File: config.mk
export PLATFORM = sky130hd
export DESIGN_NAME = clock_with_single_button_set_unit_flat
export DESIGN_NICKNAME = d
export VERILOG_FILES = /design/src/hdl/cwsbs_pkg.sv /design/src/hdl/cwsbs_item_if.sv /design/src/hdl/cwsbs_result_if.sv /design/src/hdl/clock_with_single_button_set_unit.sv /design/src/flat_wrapper.sv
export VERILOG_INCLUDE_DIRS = /design/src /design/src/hdl
export SDC_FILE = /design/constraint.sdc
export NUM_CORES = 1
export LEC_CHECK = 0
export BUFFER_PORTS_ARGS = -buffer_cell sky130_fd_sc_hd__clkbuf_2
export CAP_MARGIN = 5
export CORE_MARGIN = 2
export CORE_UTILIZATION = 54
export CTS_CLUSTER_SIZE = 16
export DETAILED_ROUTE_END_ITERATION = 8
export PLACE_DENSITY = 0.77
export SLEW_MARGIN = 25
export SYNTH_ARGS = -nofsm -noshare
export SYNTH_HDL_FRONTEND = slang
export SYNTH_SLANG_ARGS = --single-unit
File: constraint.sdc
create_clock -name clk -period 2.9 [get_ports clk]
set_clock_uncertainty 0.1 [all_clocks]
set_input_delay 0.58 -clock clk [delete_from_list [all_inputs] [get_ports clk]]
set_output_delay 0.58 -clock clk [all_outputs]
set_load 0.1 [all_outputs]
File: src/hdl/clock_with_single_button_set_unit_assert.svh
// ---------------------------------------------------------------------------
// Clock with single button set - assertion macros
// Shared property forms for the clock unit checks.
// ---------------------------------------------------------------------------
`ifndef CLOCK_WITH_SINGLE_BUTTON_SET_UNIT_ASSERT_SVH
`define CLOCK_WITH_SINGLE_BUTTON_SET_UNIT_ASSERT_SVH

// same-cycle implication, checked out of reset
`define CWSBS_ASSERT_NOW(label, ante, cons, msg) \
  label: assert property (@(posedge clk) disable iff (rst) (ante) |-> (cons)) \
    else $error(msg);

// next-cycle implication, checked out of reset
`define CWSBS_ASSERT_NEXT(label, ante, cons, msg) \
  label: assert property (@(posedge clk) disable iff (rst) (ante) |=> (cons)) \
    else $error(msg);

`endif

File: src/hdl/cwsbs_pkg.sv
// ---------------------------------------------------------------------------
// Clock with single button set - package
// Field types, opcodes, wrap limits and counter helpers.
// ---------------------------------------------------------------------------
`timescale 1ns / 1ps

package cwsbs_pkg;

  typedef logic [1:0] opcode_t;
  typedef logic [4:0] hours_t;
  typedef logic [5:0] minutes_t;
  typedef logic [5:0] seconds_t;
  typedef logic [1:0] field_t;
  typedef logic [7:0] limit_t;

  localparam opcode_t OP_SECOND = 2'd0;
  localparam opcode_t OP_PRESS  = 2'd1;
  localparam opcode_t OP_SAMPLE = 2'd2;

  localparam field_t FIELD_SEC  = 2'd0;
  localparam field_t FIELD_MIN  = 2'd1;
  localparam field_t FIELD_HOUR = 2'd2;

  localparam limit_t   LIMIT_RESET = 8'h15;
  localparam seconds_t SEC_WRAP    = 6'd60;
  localparam minutes_t MIN_WRAP    = 6'd60;
  localparam hours_t   HOUR_WRAP   = 5'd24;

  function automatic seconds_t sec_inc(input seconds_t v);
    seconds_t n;
    n = v + 6'd1;
    return (n >= SEC_WRAP) ? 6'd0 : n;
  endfunction

  function automatic minutes_t min_inc(input minutes_t v);
    minutes_t n;
    n = v + 6'd1;
    return (n >= MIN_WRAP) ? 6'd0 : n;
  endfunction

  function automatic hours_t hour_inc(input hours_t v);
    hours_t n;
    n = v + 5'd1;
    return (n >= HOUR_WRAP) ? 5'd0 : n;
  endfunction

endpackage

File: src/hdl/cwsbs_item_if.sv
// ---------------------------------------------------------------------------
// Clock with single button set - item channel
// Valid/ready channel carrying one opcode and the button level.
// ---------------------------------------------------------------------------
`timescale 1ns / 1ps

interface cwsbs_item_if;
  import cwsbs_pkg::*;

  logic    valid;
  logic    ready;
  opcode_t opcode;
  logic    pin_pressed;

  modport source (output valid, output opcode, output pin_pressed, input ready);
  modport sink   (input valid, input opcode, input pin_pressed, output ready);
endinterface

File: src/hdl/cwsbs_result_if.sv
// ---------------------------------------------------------------------------
// Clock with single button set - result channel
// Valid/ready channel carrying the time, selection and change flag.
// ---------------------------------------------------------------------------
`timescale 1ns / 1ps

interface cwsbs_result_if;
  import cwsbs_pkg::*;

  logic     valid;
  logic     ready;
  hours_t   hours;
  minutes_t minutes;
  seconds_t seconds;
  field_t   selected_field;
  logic     display_changed;

  modport source (
    output valid, output hours, output minutes, output seconds,
    output selected_field, output display_changed, input ready
  );
  modport sink (
    input valid, input hours, input minutes, input seconds,
    input selected_field, input display_changed, output ready
  );
endinterface

File: src/hdl/clock_with_single_button_set_unit.sv
// ---------------------------------------------------------------------------
// Clock with single button set - top level
// 24-hour time of day with one-button field setting.
// ---------------------------------------------------------------------------
//   channel   dir   handshake      payload
//   item      in    valid/ready    opcode, pin_pressed
//   result    out   valid/ready    hours, minutes, seconds, selected_field,
//                                  display_changed
//   cfg       in    cfg_we         cfg_wdata (long press limit)
//
// One item per cycle unless the result stalls. State and the output register
// take the item's result in the same edge as its transfer. Reset clears time,
// selection and press timer, and reloads limit.
// item.ready is high while the output register is empty or being drained.
// ---------------------------------------------------------------------------
`timescale 1ns / 1ps

module clock_with_single_button_set_unit (
  input  logic                   clk,
  input  logic                   rst,
  cwsbs_item_if.sink             item,
  cwsbs_result_if.source         result,
  input  logic                   cfg_we,
  input  cwsbs_pkg::limit_t      cfg_wdata
);
  import cwsbs_pkg::*;

  limit_t   long_press_limit;
  seconds_t sec_count, sec_next;
  minutes_t min_count, min_next;
  hours_t   hour_count, hour_next;
  field_t   field_select, field_next;
  logic     press_armed, armed_next;
  limit_t   hold_count, hold_next;
  limit_t   hold_inc;
  logic     changed;
  logic     take;

  logic     res_valid;
  hours_t   res_hours;
  minutes_t res_minutes;
  seconds_t res_seconds;
  field_t   res_field;
  logic     res_changed;

  assign item.ready = !res_valid || result.ready;
  assign take       = item.valid && item.ready;

  always_comb begin
    sec_next   = sec_count;
    min_next   = min_count;
    hour_next  = hour_count;
    field_next = field_select;
    armed_next = press_armed;
    hold_next  = hold_count;
    hold_inc   = hold_count + 8'd1;
    changed    = 1'b0;
    case (item.opcode)
      OP_SECOND: begin
        sec_next = sec_inc(sec_count);
        if (sec_next == 6'd0) begin
          min_next = min_inc(min_count);
          if (min_next == 6'd0) begin
            hour_next = hour_inc(hour_count);
          end
        end
        changed = 1'b1;
      end
      OP_PRESS: begin
        armed_next = 1'b1;
      end
      OP_SAMPLE: begin
        if (press_armed) begin
          if (item.pin_pressed) begin
            hold_next = hold_inc;
            if (hold_inc > long_press_limit) begin
              field_next = (field_select >= FIELD_HOUR) ? FIELD_SEC : field_select + 2'd1;
              armed_next = 1'b0;
              hold_next  = 8'd0;
              changed    = 1'b1;
            end
          end else begin
            case (field_select)
              FIELD_SEC:  sec_next  = sec_inc(sec_count);
              FIELD_MIN:  min_next  = min_inc(min_count);
              FIELD_HOUR: hour_next = hour_inc(hour_count);
              default: ;
            endcase
            armed_next = 1'b0;
            hold_next  = 8'd0;
            changed    = 1'b1;
          end
        end
      end
      default: ;
    endcase
  end

  always_ff @(posedge clk) begin
    if (rst) begin
      long_press_limit <= LIMIT_RESET;
      sec_count        <= '0;
      min_count        <= '0;
      hour_count       <= '0;
      field_select     <= FIELD_SEC;
      press_armed      <= 1'b0;
      hold_count       <= '0;
      res_valid        <= 1'b0;
    end else begin
      if (cfg_we) begin
        long_press_limit <= cfg_wdata;
      end
      if (take) begin
        sec_count    <= sec_next;
        min_count    <= min_next;
        hour_count   <= hour_next;
        field_select <= field_next;
        press_armed  <= armed_next;
        hold_count   <= hold_next;
        res_valid    <= 1'b1;
      end else if (result.ready) begin
        res_valid <= 1'b0;
      end
    end
  end

  always_ff @(posedge clk) begin
    if (take) begin
      res_hours   <= hour_next;
      res_minutes <= min_next;
      res_seconds <= sec_next;
      res_field   <= field_next;
      res_changed <= changed;
    end
  end

  assign result.valid           = res_valid;
  assign result.hours           = res_hours;
  assign result.minutes         = res_minutes;
  assign result.seconds         = res_seconds;
  assign result.selected_field  = res_field;
  assign result.display_changed = res_changed;

`include "clock_with_single_button_set_unit_assert.svh"

  `CWSBS_ASSERT_NOW(a_time_range, 1'b1,
    (sec_count < SEC_WRAP) && (min_count < MIN_WRAP) && (hour_count < HOUR_WRAP),
    "time counter out of range")
  `CWSBS_ASSERT_NOW(a_idle_timer, !press_armed, hold_count == 8'd0,
    "hold count nonzero while disarmed")
  `CWSBS_ASSERT_NOW(a_no_overrun, take, !(res_valid && !result.ready),
    "item taken while result is stalled")
  `CWSBS_ASSERT_NEXT(a_result_follows, take, res_valid,
    "no result after item transfer")

endmodule
File: src/flat_wrapper.sv
// flat-port wrapper written by rule: the top's interface ports become plain ports
module clock_with_single_button_set_unit_flat import cwsbs_pkg::*;
  (clk, rst, cfg_we, cfg_wdata, item_valid, item_opcode, item_pin_pressed, item_ready, result_valid, result_hours, result_minutes, result_seconds, result_selected_field, result_display_changed, result_ready);
  cwsbs_item_if item_i ();
  cwsbs_result_if result_i ();
  input  logic clk;
  input  logic rst;
  input  logic cfg_we;
  input  cwsbs_pkg::limit_t cfg_wdata;
  input wire logic [$bits(item_i.valid)-1:0] item_valid;
  input wire logic [$bits(item_i.opcode)-1:0] item_opcode;
  input wire logic [$bits(item_i.pin_pressed)-1:0] item_pin_pressed;
  output wire logic [$bits(item_i.ready)-1:0] item_ready;
  output wire logic [$bits(result_i.valid)-1:0] result_valid;
  output wire logic [$bits(result_i.hours)-1:0] result_hours;
  output wire logic [$bits(result_i.minutes)-1:0] result_minutes;
  output wire logic [$bits(result_i.seconds)-1:0] result_seconds;
  output wire logic [$bits(result_i.selected_field)-1:0] result_selected_field;
  output wire logic [$bits(result_i.display_changed)-1:0] result_display_changed;
  input wire logic [$bits(result_i.ready)-1:0] result_ready;
  assign item_i.valid = item_valid;
  assign item_i.opcode = item_opcode;
  assign item_i.pin_pressed = item_pin_pressed;
  assign item_ready = item_i.ready;
  assign result_valid = result_i.valid;
  assign result_hours = result_i.hours;
  assign result_minutes = result_i.minutes;
  assign result_seconds = result_i.seconds;
  assign result_selected_field = result_i.selected_field;
  assign result_display_changed = result_i.display_changed;
  assign result_i.ready = result_ready;
  clock_with_single_button_set_unit u_core (.clk(clk), .rst(rst), .item(item_i), .result(result_i), .cfg_we(cfg_we), .cfg_wdata(cfg_wdata));
endmodule
Word-level counts from Yosys, hierarchy flattened
Cells that the tools add are included.
- register bits after elaboration: 57
- bits of input ports: 16
- output and inout port bits: 22
- logic and storage cells: 73
- $add $sub $neg: 5
- $lt $le $gt $ge: 5
- equal/unequal tests: 4
- multiplexer cells: 35
- reduce and logical (&&, ||, !) cells: 11
- operators by type and width (operator ; number):
    2-to-1 mux 6 bit ; 9
    2-to-1 mux 5 bit ; 6
    case mux 6 bit (2 select lines) ; 2
    2-to-1 mux 8 bit ; 2
    adder 6 x 1 -> 6 bit, second input constant ; 2
    greater-or-equal comparator 6 bit, second input constant ; 2
    zero test 6 bit ; 2
    2-to-1 mux 2 bit ; 5
    case mux 5 bit (2 select lines) ; 1
    adder 8 x 1 -> 8 bit, second input constant ; 1
    > comparator 8 bit ; 1
    2-to-1 mux 1 bit ; 8
    adder 5 x 1 -> 5 bit, second input constant ; 1
    greater-or-equal comparator 5 bit, second input constant ; 1
    == test 2 x 1 -> 1 bit, second input constant ; 2
    == test 2 bit, second input constant ; 2
    zero test 2 bit ; 2
    case mux 1 bit (2 select lines) ; 2
    nonzero test 2 bit ; 2
    AND reduction 3 bit ; 1
    adder 2 x 1 -> 2 bit, second input constant ; 1
    greater-or-equal comparator 2 bit, second input constant ; 1
    AND reduction 2 bit ; 1
    logical AND 1 bit ; 1
    2 further kinds ; 2

Logic depth before layout (Yosys ltp)
Gate-level depths: netlist (run 1).
- word-level depth: 7
- mapped depth: 12
- depth with buffers taken out: 11

Worst setup path before layout (run 1)
OpenSTA, ideal clock, no wires.
- path kind: register to register
- from: register u_core.res_valid, in the netlist u_core.result.valid
- to: register u_core.res_changed, in the netlist u_core.result.display_changed, enable pin
- setup time: 0.412 ns
- data arrival time: 2.728 ns
- data required time: 2.388 ns
- slack: -0.340 ns
- stages on the path, launching flop included: 5
- path buffers: 1
- period minus slack after synthesis: 3.240 ns
- path through: dfxtp_1 nand2b_1 nand2_1 clkinv_1 clkbuf_1
- cells in the longest elaborated chain, start to end: 3
- ends and longest elaborated chain (item ; RTL line ; RTL):
    from (decl) ; clock_with_single_button_set_unit.sv:39 ; logic res_valid;
    from (signal assigned) ; clock_with_single_button_set_unit.sv:108 ; res_valid <= 1'b0;
    from (signal assigned) ; clock_with_single_button_set_unit.sv:120 ; res_valid <= 1'b1;
    from (signal assigned) ; clock_with_single_button_set_unit.sv:122 ; res_valid <= 1'b0;
    zero test 1 bit ; clock_with_single_button_set_unit.sv:46 ; assign item.ready = !res_valid || result.ready;
    logical OR 1 bit ; clock_with_single_button_set_unit.sv:46 ;
    net item_ready ; flat_wrapper.sv:13 ; output wire logic [$bits(item_i.ready)-1:0] item_ready;
    logical AND 1 bit ; clock_with_single_button_set_unit.sv:47 ; assign take = item.valid && item.ready;
    net u_core.take ; clock_with_single_button_set_unit.sv:37 ; logic take;
    to (signal assigned) ; clock_with_single_button_set_unit.sv:133 ; res_changed <= changed;
    to (decl) ; clock_with_single_button_set_unit.sv:44 ; logic res_changed;
The timed path passes the listed nets, and every way through them passes these cells.
A chain may end at the register's enable or synchronous reset.

Worst setup path after layout (run 1)
- from: register u_core.hold_count[0]
- to: register u_core.hold_count[5]
- cells in the longest elaborated chain, start to end: 4
- ends and longest elaborated chain (item ; RTL line ; RTL):
    from (decl) ; clock_with_single_button_set_unit.sv:34 ; limit_t hold_count, hold_next;
    from (signal assigned) ; clock_with_single_button_set_unit.sv:119 ; hold_count <= hold_next;
    adder 8 x 1 -> 8 bit * ; clock_with_single_button_set_unit.sv:56 ; hold_inc = hold_count + 8'd1;
    > comparator 8 bit ; clock_with_single_button_set_unit.sv:76 ; if (hold_inc > long_press_limit) begin
    2-to-1 mux 8 bit * ; clock_with_single_button_set_unit.sv:76 ;
    2-to-1 mux 8 bit * ; clock_with_single_button_set_unit.sv:74 ; if (item.pin_pressed) begin
Mark *: on every way between the ends. The rest lies on a longest branch, timed or not.

==> results of run 1 <==
## cell usage in the layout, fill, tap and decap left out, drive strengths merged, types with 7 or more instances in the layout
master  count
clkbuf     48
nand2      38
dfxtp      37
nor2       36
a21oi      28
o21ai      21
edfxtp     20
inv        19
nand3      18
buf        17
ha         15
a31oi      11
a21o       10
and3       10
nor3        9
mux2        9
mux2i       8
nand2b      7
a211oi      7
## worst min-delay path by stage
stage | end | startpoint | cells past startpoint | slack [ns]
after floorplan | u_core.hold_count[1] | u_core.hold_count[1] | 2 | 0.34
after global routing | u_core.long_press_limit[0] | cfg_wdata[0] | 3 | 0.35
after CTS | u_core.long_press_limit[0] | cfg_wdata[0] | 3 | 0.34
after detailed placement | u_core.hold_count[7] | u_core.hold_count[7] | 2 | 0.37
final | u_core.long_press_limit[0] | cfg_wdata[0] | 3 | 0.35
after global placement | u_core.hold_count[7] | u_core.hold_count[7] | 2 | 0.35
## where the power goes
part           total, mW  internal (mW)  switching, mW
clock network      0.784          0.444          0.340
logic              0.380          0.102          0.278
registers          0.909          0.869         0.0399
total               2.07           1.42          0.658
## worst max-delay path: cells and delay by family, from the launching register on
kind	cells	cell delay (ns)
compound gates	5	1.27
fa+ha+maj	2	0.56
buf+inv	1	0.17
flops	1	0.37
simple gates	2	0.25
## through the flow
stage / instances / hold slack [ns]
after floorplan: 412 / 0.344
after global routing: 532 / 0.354
after CTS: 532 / 0.343
after global placement: 516 / 0.354
final: 532 / 0.354
after detailed placement: 516 / 0.366
## sequential cells by signal, summed over array words and instances, names as in the netlist
name / flops
u_core.hold_count: 8
u_core.long_press_limit: 8
u_core.min_count: 6
u_core.result.minutes: 6
u_core.result.seconds: 6
u_core.sec_count: 6
u_core.hour_count: 5
u_core.result.hours: 5
u_core.field_select: 2
u_core.result.selected_field: 2
u_core.press_armed: 1
u_core.result.display_changed: 1
u_core.result.valid: 1
## per-layer routing
layer / vias to the layer above / global-route usage [%] / routed length [um]
li1: 1589 / - / -
met1: 1517 / 31.1 / 3780
met4: 0 / 9.38 / 119
met2: 107 / 39.2 / 4140
met5: - / 0 / 0
met3: 12 / 7.03 / 494
## final cells by class
cell class | count | area, um2
fillers | 537 | 2250
multi-input cells | 308 | 2140
well taps | 77 | 96.3
repair buffers | 54 | 317
clock inverters | 5 | 52.6
clock buffers | 11 | 153
inverters | 20 | 75.1
flip-flops and latches | 57 | 1350
## repair_timing
item | 4_1_cts | 5_1_grt
cloned | 0 | 0
resized for setup | 1 | 11
endpoints found under the setup margin | 2 | 13
pin swaps | 0 | 4
## kinds of logic after synthesis
logic type | after synthesis
compound gates | 117
xor+xnor | 8
fa+ha+maj | 15
buf+inv | 47
flops | 57
mux | 17
simple gates | 151
==> metrics.md, run 1 <==
| Metric | Value |
|---|---|
| Status | finished, final reports clean |
| Layout cells sized above 1 | approximately 23% |
| Core Rows | 29 |
| R2R depth | 10 |
| Via Count | 3,225 |
| Synth area leaders | dfxtp_1, edfxtp_1, ha_1 |
| Mux contribution to synthesized area | 5.29% |
| Crit end category | flop |
| Total wire length | 8540 um |
| Slowest Stage Delay on Critical Path | 0.49 ns |
| Leak | 1.80 nW |
| Crit path launch | u_core.hold_count[0] |
| Share of the synthesized area in the top cell type | around a fifth |
| Final nets | 481 |
| Worst-path clk slew | 0.07 ns |
| Pwr dens | 497 nW/um2 |
| Complex-gate fraction of the synthesized area | between 20% and 30% |
| Finished Core Util | between 60% and 70% |
| Tmin final | 2.80 ns |
| DPL Wire Length | roughly 5800 um |
| CP Cell Sequence | ha_4 > ha_1 > nor2b_1 > o21a_1 > o21a_1 > o21ai_0 > a22o_1 > buf_6 > nand4b_1 > a31oi_1 |
| Max frequency | ~360 MHz |
| DIE WIDTH | between 80 and 90 um |
| Post-Synth Adder-Cell Area | around 5.2% |
| Initial Util | 56.7% |
| Avg Inst Size Synth | 8.83 um2 |
| Setup-failing EPs final | 0 |
| Syn Inst Count | 412 |
| Gr usage total | 24.4% |
| CTS tree | done |
| Initial DRC count | 317 |
| Critical R2R Capture | u_core.hold_count[5] |
| Post-CTS setup buffers | 0 |
| Mapped cell area | between 3000 and 4000 um2 |
| CP startpoint kind | flop |
| Max FO, Critical Path | 13 |
| Post-synthesis async set-or-reset flop share | 0% |
| Overflow after GRT | 0 |
| Synth Area in XOR/XNOR | around 1.9% |
| Drt drc | 0 |
| Flop2flop setup slack | between 0.09 and 0.1 ns |
| Post-DRT Antenna Nets | 0 |
| Hold_buf cts | 0 |
| Most used flip-flop cell after synthesis | dfxtp_1 |
| Clock Latency Late Sink | 0.35 ns |
| Largest family of logic cells by synthesized area | compound AO/OA/AOI/OAI gates |
| Final hold vios | 0 |
| Final worst-path cycle share | 96.6% |
| WL per Instance | 16.0 um |
| Core Box Area | 6420 um2 |
| Setup CP Type | flop to flop |
| Largest net degree at the start of global routing | 30 |
| Setup TNS | 0 ns |
| ANT cells | 0 |
| Die Y | 86.1 um |
| Sink Count | 57 |
| Slew margin rel. | between 50% and 60% |
| Area Growth Syn to Fin | 14.7% |
| Simple-Gate Fraction of Synth Area | 22.1% |
| Count leader, synth | nand2_1 |
| Peak supply drop | around 320 uV |
| Ys Warns | 0 |
| Syn nets | 443 |
| Post-route cell area | 4180 um2 |
| Setup WS pre-CTS | -0.00316 ns |
| Crit path DAT | between 2 and 3 ns |
| Die footprint | 7410 um2 |
| Ports | 38 |
| Register bit total from synthesis | between 50 and 60 |
| Design Power | 2.07 mW |
| Seq/Total Area, Yosys | between 30% and 40% |
| Worst R2R Start | u_core.hold_count[0] |
| H-tree depth | 3 |
| Port Buffers | 37 |
| Placer Congestion | about 0.9 |
| Root Buffer | clkbuf_8 |
| Worst endpoint required time | 3.06 ns |
| TritonCTS buffer count | 9 |
| Slew Limit Fails | 0 |
| CP most frequent cell | o21a_1 |
| Via/cell ratio | slightly above 6 |
| Post-synth EDFFs | 20 |
| DR pass1 iterations | 5 |
| Maxcap violations | 0 |
| Worst setup margin | 0.0980 ns |
| First-pass GRT wire length | 14,200 um |
| Slew @ Worst Pin | 0.676 ns |
| Worst hold path type | primary input to flop |
| Slowest-stage cell, CP | o21ai_0 |
| Largest area contributor in the synthesized netlist | dfxtp_1 |
| Post-DP Area | 3930 um2 |
| Initial antenna violation count | 0 |
| Max clock buf depth | 2 |
| Vias in the first global route | between 2,000 and 3,000 |
| Most frequent cells after synthesis | nand2_1, dfxtp_1, nor2_1 |
| Post-synth cell types | 73 |
| Crit path capture | u_core.hold_count[5] |
(Power assumes the default switching activity.)
==> run 2, diff against run 1 <==
--- a/config.mk
+++ b/config.mk
@@ -12,7 +12,7 @@
 export CORE_UTILIZATION = 54
 export CTS_CLUSTER_SIZE = 16
 export DETAILED_ROUTE_END_ITERATION = 8
-export PLACE_DENSITY = 0.77
+export PLACE_DENSITY_LB_ADDON = 0.15
 export SLEW_MARGIN = 25
 export SYNTH_ARGS = -nofsm -noshare
 export SYNTH_HDL_FRONTEND = slang
==> metrics.md, run 2 (synthesis gave the netlist of run 1 again) <==
| Metric | Value |
|---|---|
| DIE WIDTH | 86.1 um |
| Setup-failing EPs final | 0 |
| Register area | 1350 um2 |
| Max frequency | 357 MHz |
| Tmin final | 2.80 ns |
| Setup WS pre-CTS | 0.0488 ns |
| Final worst-path cycle share | 96.6% |
| Area Growth Syn to Fin | 16.0% |
| DPL Wire Length | ~5500 um |
| Clk pwr share | a little over a third |
| Slew @ Worst Pin | 0.578 ns |
| Core Rows | 29 |
| Overflow after GRT | 0 |
| Max clock buf depth | 2 |
| Worst setup margin | 0.0982 ns |
| Sequential Power Share | ~45% |
| Pwr dens | 478 nW/um2 |
| CP startpoint kind | flop |
| Layout cells sized above 1 | a little under a quarter |
| Port Buffers | 37 |
| Final hold vios | 0 |
| Worst hold path type | primary input to flop |
| Sw frac | 31.6% |
| Final nets | 481 |
| Initial DRC count | 136 |
| Hold_buf cts | 0 |
| Via/cell ratio | 5.95 |
| Drt drc | 0 |
| CTS tree | done |
| Peak supply drop | 268 uV |
| Fillers | 544 |
| Clock Latency Late Sink | 0.35 ns |
| Worst endpoint required time | 3.03 ns |
| TritonCTS buffer count | 9 |
| Setup CP Type | flop to flop |
| Post-CTS Resized | 0 |
| Crit end category | flop |
| Slew margin rel. | 61.1% |
| Worst-path clk slew | about 0.070 ns |
| Placer Congestion | about 0.84 |
| Status | finished, final reports clean |
| Largest net degree at the start of global routing | 29 |
| Max FO, Critical Path | 5 |
| Flop2flop setup slack | 0.1 ns |
| Post-CTS setup buffers | 0 |
| Vias in the first global route | 2,911 |
| Maxcap violations | 0 |
| First-pass GRT wire length | 13,100 um |
| Gate power share | between 15 and 20% |
| Total wire length | 8050 um |
| Leading cell types in the layout, fill and taps excluded | nand2_1, clkbuf_2, nor2_1 |
| Final Non-Filler Cells | between 500 and 600 |
| Sink Count | 57 |
| Placed insts | roughly 520 |
| Initial antenna violation count | 0 |
| Ports | 38 |
| Die Y | 86.1 um |
| Gr usage total | ~22% |
| Post-DRT Antenna Nets | 0 |
| Initial Util | 56.7% |
| Via Count | 3,161 |
| Hold_ws | 0.341 ns |
| Top Registers | u_core.hold_count: 8 flops, u_core.long_press_limit: 8 flops |
| DR pass1 iterations | 5 |
| H-tree depth | 3 |
| Multi-input gate area | roughly 2200 um2 |
| Crit path DAT | 2.93 ns |
| Root Buffer | clkbuf_8 |
| P_sw | 0.637 mW |
| Internal Pwr Total | 1.38 mW |
| Core Box Area | 6420 um2 |
| Die footprint | around 7400 um2 |
| Commonest non-fill, non-tap cell in the layout | nand2_1 |
| ANT cells | 0 |
| Slew Limit Fails | 0 |
| WL per Instance | 15.2 um |
| Leak | 1.81 nW |
==> run 2: worst paths after layout <==
check                        from  cells past startpoint                         end
max          u_core.hold_count[0]                     12      u_core.field_select[1]
min                  cfg_wdata[0]                      3  u_core.long_press_limit[0]
max reg2reg  u_core.hold_count[0]                     12      u_core.field_select[1]
min reg2reg  u_core.hold_count[1]                      2        u_core.hold_count[1]
==> run 2: power groups by stage <==
stage | Sequential [mW] | Clock (mW) | Combinational [mW]
floorplan | 1.05 | 0 | 0.176
finish | 0.908 | 0.720 | 0.389
CTS | 0.909 | 0.730 | 0.378
global placement | 0.925 | 0 | 0.373
detailed placement | 0.926 | 0 | 0.377
global route | 0.913 | 0.761 | 0.416
==> run 2: routing by layer <==
metal	GRT usage, %	wire (um)
met1	27.7	3470
met2	36.6	3900
met3	6.35	488
met4	9.24	192
met5	0	0
==> run 2: metrics by stage <==
step                util [%]  cell area (um2)  TNS (ns)  power [mW]
floorplan                  -             3640         0        1.22
global placement        61.3             3940         0        1.30
detailed placement      61.3             3940         0        1.30
CTS                     64.3             4130         0        2.02
global route            65.7             4220   -0.0914        2.09
finish                  65.7             4220         0        2.02
==> run 2: worst max-delay path, cell delays in order (launching register included) <==
cell,delay (ns)
dfxtp_4,0.38
ha_4,0.16
nand3_2,0.11
nor2_1,0.15
xor2_1,0.10
ha_1,0.33
a21o_1,0.15
a21o_1,0.23
nor2_1,0.13
a2111oi_4,0.36
buf_4,0.19
mux2i_2,0.25
nor2_1,0.06
==> run 2: final cells by class <==
class / count / share of cell area [%]
Multi-Input combinational cell: 308 / 51.7
Timing Repair Buffer: 54 / 7.71
Sequential cell: 57 / 32.0
Clock inverter: 2 / 0.237
Inverter: 20 / 1.78
Tap cell: 77 / 2.28
Clock buffer: 13 / 4.27
